[src/rtl/core/fvn_pkg.sv]
// ----------------------------------------------------------------------------
// fvn_pkg
// Shared types, constants and helper functions of the fractal value noise
// pipeline: hash mixer constants, job tag, fixed-point blend helpers and the
// normalization reciprocal table.
// ----------------------------------------------------------------------------
package fvn_pkg;

  // Default parameter values.
  localparam int DEF_MAX_OCTAVES = 8;
  localparam int DEF_FRAC_BITS   = 16;

  // Configuration register indexes.
  localparam int CFG_IDX_W = 8;
  localparam logic [CFG_IDX_W-1:0] CFG_SEED    = 8'd0;
  localparam logic [CFG_IDX_W-1:0] CFG_OCTAVES = 8'd1;

  // Hash mixer multipliers and per-axis offsets.
  localparam logic [31:0] MIX_C1    = 32'h7feb352d;
  localparam logic [31:0] MIX_C2    = 32'h846ca68b;
  localparam logic [31:0] OFF_X     = 32'h9e3779b9;
  localparam logic [31:0] OFF_Y     = 32'h85ebca6b;
  localparam logic [31:0] OFF_Z     = 32'hc2b2ae35;
  localparam logic [2:0][31:0] AXIS_OFF = {OFF_Z, OFF_Y, OFF_X};
  localparam logic [31:0] SEED_STEP = 32'd1013;

  // Smoothstep constant 3.0 in Q.16, and the corner value bias 1.0 in Q.16.
  localparam logic [17:0] WGT_K3    = 18'd196608;
  localparam logic [17:0] CVAL_BIAS = 18'd65536;

  // Fraction bits of the normalization reciprocal.
  localparam int RECIP_W = 24;

  // Octave index / count width (up to 16 octaves).
  localparam int OCT_W = 5;

  // Blend product width: 19-bit difference times 18-bit signed weight.
  localparam int BPROD_W = 37;

  typedef logic signed [17:0] cval_t;
  typedef logic [16:0]        wgt_t;
  typedef logic signed [BPROD_W-1:0] bprod_t;

  // Tag that travels with every octave job.
  typedef struct packed {
    logic [OCT_W-1:0] k;
    logic             first;
    logic             last;
    logic             zero;
    logic [OCT_W-1:0] n;
  } tag_t;

  function automatic logic [31:0] xs16(input logic [31:0] v);
    return v ^ (v >> 16);
  endfunction

  function automatic logic [31:0] xs15(input logic [31:0] v);
    return v ^ (v >> 15);
  endfunction

  // (b - a) * w, exact.
  function automatic bprod_t mul_diff(input cval_t a, input cval_t b, input wgt_t w);
    logic signed [18:0] d;
    d = 19'(b) - 19'(a);
    return d * $signed({1'b0, w});
  endfunction

  // a + round_half_up(p / 2^16).
  function automatic cval_t blend_fin(input cval_t a, input bprod_t p);
    bprod_t r;
    r = (p + 37'sd32768) >>> 16;
    return a + cval_t'(r[17:0]);
  endfunction

  // round(2^24 * 2^(n-1) / (2^n - 1)).
  function automatic logic [RECIP_W:0] recip(input logic [OCT_W-1:0] n);
    logic [RECIP_W:0] r;
    case (n)
      5'd1:    r = 25'd16777216;
      5'd2:    r = 25'd11184811;
      5'd3:    r = 25'd9586981;
      5'd4:    r = 25'd8947849;
      5'd5:    r = 25'd8659208;
      5'd6:    r = 25'd8521761;
      5'd7:    r = 25'd8454660;
      5'd8:    r = 25'd8421505;
      5'd9:    r = 25'd8405024;
      5'd10:   r = 25'd8396808;
      5'd11:   r = 25'd8392706;
      5'd12:   r = 25'd8390657;
      5'd13:   r = 25'd8389632;
      5'd14:   r = 25'd8389120;
      5'd15:   r = 25'd8388864;
      5'd16:   r = 25'd8388736;
      default: r = 25'd0;
    endcase
    return r;
  endfunction

endpackage

[src/rtl/core/fvn_norm.sv]
// ----------------------------------------------------------------------------
// fvn_norm
// Octave accumulator and normalizer. Sums the scaled octave values of one
// point, multiplies the sum by the reciprocal for its octave count, rounds,
// clamps and holds the result in the output register.
// ----------------------------------------------------------------------------
module fvn_norm import fvn_pkg::*; #(
  parameter int MAX_OCTAVES = DEF_MAX_OCTAVES
) (
  input  logic        clk,
  input  logic        rst_n,
  input  logic        in_valid,
  output logic        in_ready,
  input  cval_t       in_val,
  input  tag_t        in_tag,
  output logic        out_valid,
  input  logic        out_ready,
  output logic [17:0] out_value
);

  localparam int ACC_W  = MAX_OCTAVES + 18;
  localparam int PROD_W = ACC_W + RECIP_W + 1;
  localparam int SH     = MAX_OCTAVES - 1 + RECIP_W;
  localparam logic signed [PROD_W-1:0] HALF   = PROD_W'(1) <<< (SH - 1);
  localparam logic signed [PROD_W-1:0] LIM_HI = PROD_W'(65536);
  localparam logic signed [PROD_W-1:0] LIM_LO = -LIM_HI;

  logic v0_r, v1_r, v2_r;
  logic en0, en1, en2;
  logic fire;

  logic signed [ACC_W-1:0]  acc_r, acc_nxt, scaled, sum_r;
  logic [OCT_W-1:0]         sh_k, n0_r;
  logic                     zero0_r, zero1_r;
  logic signed [PROD_W-1:0] prod_r, prod_nxt, rnd;
  logic [17:0]              res_r, res_nxt;

  assign en2      = !v2_r || out_ready;
  assign en1      = !v1_r || en2;
  assign en0      = !v0_r || en1;
  assign in_ready = en0;
  assign fire     = in_valid && en0;

  // Scale the octave value by its amplitude and add it to the running sum.
  always_comb begin
    sh_k    = OCT_W'(MAX_OCTAVES - 1) - in_tag.k;
    scaled  = ACC_W'(in_val) <<< sh_k;
    acc_nxt = in_tag.first ? scaled : acc_r + scaled;
  end

  // Normalize by the reciprocal, then round and clamp.
  always_comb begin
    prod_nxt = PROD_W'(sum_r) * $signed({1'b0, recip(n0_r)});
    rnd      = (prod_r + HALF) >>> SH;
    if (zero1_r) begin
      res_nxt = '0;
    end else if (rnd > LIM_HI) begin
      res_nxt = LIM_HI[17:0];
    end else if (rnd < LIM_LO) begin
      res_nxt = LIM_LO[17:0];
    end else begin
      res_nxt = rnd[17:0];
    end
  end

  // Only the last octave of a point moves on to the normalizer.
  always_ff @(posedge clk) begin
    if (!rst_n) begin
      v0_r <= 1'b0;
      v1_r <= 1'b0;
      v2_r <= 1'b0;
    end else begin
      if (en0) begin
        v0_r <= fire && in_tag.last;
      end
      if (en1) begin
        v1_r <= v0_r;
      end
      if (en2) begin
        v2_r <= v1_r;
      end
    end
  end

  always_ff @(posedge clk) begin
    if (fire) begin
      acc_r <= acc_nxt;
    end
    if (en0) begin
      sum_r   <= acc_nxt;
      n0_r    <= in_tag.n;
      zero0_r <= in_tag.zero;
    end
    if (en1) begin
      prod_r  <= prod_nxt;
      zero1_r <= zero0_r;
    end
    if (en2) begin
      res_r <= res_nxt;
    end
  end

  assign out_valid = v2_r;
  assign out_value = res_r;

endmodule

[config.mk]
export PLATFORM = sky130hd
export DESIGN_NAME = fvn_norm
export DESIGN_NICKNAME = d
export VERILOG_FILES = /design/src/rtl/core/fvn_pkg.sv /design/src/rtl/core/fvn_norm.sv
export SDC_FILE = /design/constraint.sdc
export NUM_CORES = 2
export LEC_CHECK = 0
export ABC_AREA = 1
export BUFFER_PORTS_ARGS = -buffer_cell sky130_fd_sc_hd__buf_2
export CAP_MARGIN = 20
export CORE_MARGIN = 8
export CORE_UTILIZATION = 44
export CTS_BUF_LIST = sky130_fd_sc_hd__clkbuf_2
export CTS_CLUSTER_DIAMETER = 80
export DETAILED_ROUTE_END_ITERATION = 10
export GPL_ROUTABILITY_DRIVEN = 0
export PLACE_DENSITY_LB_ADDON = 0.2
export SYNTH_ARGS = -nofsm -noshare
export SYNTH_HDL_FRONTEND = slang
export SYNTH_SLANG_ARGS = --single-unit
[constraint.sdc]
create_clock -name clk -period 17.9 [get_ports clk]
set_input_delay 0.895 -clock clk [delete_from_list [all_inputs] [get_ports clk]]
set_output_delay 0.895 -clock clk [all_outputs]
set_load 0.05 [all_outputs]
==> out/qor.txt <==
==============================================================================
Outcome                                                           finished clean
DIE AREA                                                           79500 sq um
Sum of negative setup slack                                               0 ns
Met3 Resource Use GR                                                     3.03%
Static Leak                                                            20.2 nW
Synthesized area                                                   31100 sq um
Capturing element type of the critical path                          flip-flop
Quantity of hold-fixing buffers added after cts                              3
Worst hold slack                                                      0.116 ns
Hold Path Class                                                         in2reg
Global router's overall resource usage                                   22.0%
Worst path buffer plus inverter count                                        4
Inst Count DP                                                             4943
Path depth of the worst reg2reg path                                        20
Transition time at the pin with the least slew margin                  1.12 ns
Worst-path clk slew                                                    0.38 ns
Sinks on Clock Net                                                         123
Number of vias per cell                                                   4.79
Number of synthesized register bits                                        123
Dominant cell type by area after synthesis                                fa_1
Sequential cell area in the final layout                            3450 sq um
Filler cell count in the final layout                                     7035
VDD IR max                                                           0.0628 mV
CP Cell Sequence                                                  nand2_1, fa_1, fa_1, fa_1, inv_1, fa_1, fa_1, fa_1, inv_1, fa_1, inv_1, ha_1, a21oi_1, inv_1, a31oi_1, a21boi_0, nor2_1, nor2_1, nand3_1, xor2_1
CP Class                                                               reg2reg
Proportion of netlist area held by the largest area contributor          38.2%
TritonCTS clock tree                                                      done
Startpoint Class                                                     flip-flop
GR Util met1                                                             30.2%
Arrival time of the worst setup path                                   8.13 ns
Vias in the first global route                                           25100
Highest net fanout along the worst path                                     26
Number of hold violations in the final report                                0
Top cells by area, synth                                          fa_1 (38%), inv_1 (15%), nand2_1 (12%)
Worst Clk Skew                                                        0.145 ns
Max H-tree Level                                                             4
Initial cell density of the core                                         44.4%
Fin cells                                                                 4985
Final period util                                                        41.8%
Worst path max stage delay                                             1.15 ns
Number of port buffers                                                      54
Most repeated library cell on the critical path                           fa_1
DRC Markers                                                                  0
Clock Tree Buf Depth                                                         2
Layout overhead on the synthesized area                                  5.11%
Global route overflow                                                        0
Post_cts resized                                                             0
HPWL after DPL                                                         67.3 mm
Multi-input gate area in the final layout                          22300 sq um
Setup repair after global routing missed its margin                      false
Number of detailed-route iterations in the first pass                        5
R2R Setup Slk                                                         10.43 ns
Count of cells along the worst hold path                                     3
Pin count of the biggest net entering global routing                        42
Worst EP required                                                     18.56 ns
Worst setup slack after layout                                        10.43 ns
Average cell area after synthesis                                   7.69 sq um
Number of setup buffers added after CTS                                      0
Top-level I/O count                                                         55
Number of CTS-inserted buffers                                              17
Row Count                                                                   97
Hold Startpoint                                                          rst_n
CTS root buf                                                          clkbuf_2
DR vias                                                                  23900
Sink of the worst hold path                                       out_valid$_SDFFE_PN0P_
GR Util met2                                                             36.3%
Clock insertion delay at the later pin of the skew report              0.97 ns
Antenna violations before repair                                             4
Die outline height                                                 282 microns
Terminus of the critical flop-to-flop path                        prod_r[49]$_DFFE_PP_
Count of mapped cells out of synthesis                                    4048
Final setup violating endpoints                                              0
Warning count from the yosys run                                             0
Nets@finish                                                               4904
Layer with the highest usage after global routing                         met2
Netlist cell types                                                          46
Pre-CTS setup slack                                                   10.51 ns
Top cell family by delay on the critical path                      adder cells
Count of pins over their slew limit                                          0
Total power density per cell area                                 78.0 nW/um^2
Wire length of the first global-routing pass                            136 mm
Routed len/inst                                                   16.8 microns
Post-route antenna net violation count                                       0
Maximum Capacitance Violations                                               0
Die Span X                                                         282 microns
Final Total Pwr                                                        2.55 mW
Seq/Total Area, Yosys                                                    11.1%
Slew margin rel.                                                         25.0%
Starting DRT DRC Count                                                    1729
Core Footprint                                                     70000 sq um
Fraction of layout cells with a size suffix above 1                      4.28%
Routed wire length                                                     83.9 mm
Timing-limited maximum frequency                                     0.134 GHz
Number of nets in the synthesized netlist                                 4923
Worst-path cell with the longest stage delay                           dfxtp_1
Final Critical Period                                                  7.47 ns
==============================================================================
==> cells in the final DEF, fill, tap and decap left out, drive strengths merged, types with 92 or more instances in the layout <==
cell / n
buf: 97
ha: 246
inv: 1290
nor2: 193
edfxtp: 98
a21oi: 92
nand2: 999
nand3: 98
o21ai: 102
fa: 594
==> logic make-up (layout without fill, tap and decap cells) <==
family / Yosys count / in the layout / synth area share (%)
muxes: 2 / 2 / 0.0643
other: 0 / 3 / 0
adders and majority gates: 840 / 840 / 48.1
AOI/OAI and AO/OA: 259 / 259 / 4.70
DFF: 123 / 123 / 11.1
and+or+nand+nor: 1348 / 1348 / 17.4
xor gates and xnor gates: 52 / 52 / 1.46
buffers and inverters: 1424 / 1418 / 17.2
==> cell type report <==
cell class                      count  share of cell area [%]
Timing Repair Buffer              100                    2.15
Multi-Input combinational cell   2501                    68.2
Clock inverter                     13                   0.413
Clock buffer                       19                   0.291
Inverter                         1286                    14.8
Antenna cell                        3                  0.0230
Sequential cell                   123                    10.5
Tap cell                          940                    3.60
==> where the power goes <==
part           internal, mW  total [mW]  switching (mW)
clock network        0.0562       0.204           0.147
registers             0.417       0.472          0.0557
logic                 0.639        1.88            1.24
==> Yosys cell counts (all sizes together) <==
library cell and count:
inv 1285, nand2 999, fa 594, ha 246, nor2 193, clkbuf 107, o21ai 102, edfxtp 98
nand3 98, a21oi 92, buf 31, xor2 29, dfxtp 25, xnor2 23, nor3 19, nand4 16
o21bai 15, a21o 11, a21boi 7, o21a 7, o22ai 7, a31oi 6, nor4 6, or2 6
o211ai 5, and3 4, nand3b 4, o221ai 4, mux2i 2, o31ai 2, and2 1, clkinv 1
nand2b 1, nor3b 1, o41ai 1
==> worst max path at each step <==
stage                     startpoint                   end  cells past startpoint
final                      flip-flop  prod_r[49]$_DFFE_PP_                     20
after global routing       flip-flop  prod_r[49]$_DFFE_PP_                     20
after CTS                  flip-flop  prod_r[49]$_DFFE_PP_                     20
after detailed placement   flip-flop  prod_r[49]$_DFFE_PP_                     20
after global placement     flip-flop  prod_r[49]$_DFFE_PP_                     20
after floorplan            flip-flop  prod_r[49]$_DFFE_PP_                     22
==> layer usage <==
metal / up-vias / share of wire (%)
met2: 664 / 46
met1: 11500 / 45
li1: 11600 / -
met4: 0 / 2.9
met3: 135 / 6.1
met5: - / 0
==> worst reg2reg max path, delay by kind of cell (launching register included) <==
family | cells | cell delay [ns]
buffers and inverters | 4 | 0.49
DFF | 1 | 1.15
AOI/OAI and AO/OA | 3 | 0.70
and+or+nand+nor | 4 | 0.48
xor gates and xnor gates | 1 | 0.15
adders and majority gates | 8 | 4.21
==> per-stage QoR <==
step	cell area [sq um]	util, %
2_1_floorplan	31100	-
3_3_place_gp	32300	46.2
3_5_place_dp	32300	46.2
4_1_cts	32600	46.5
5_1_grt	32700	46.7
6_report	32700	46.7
Note: power is estimated with default switching activity, not from simulation.
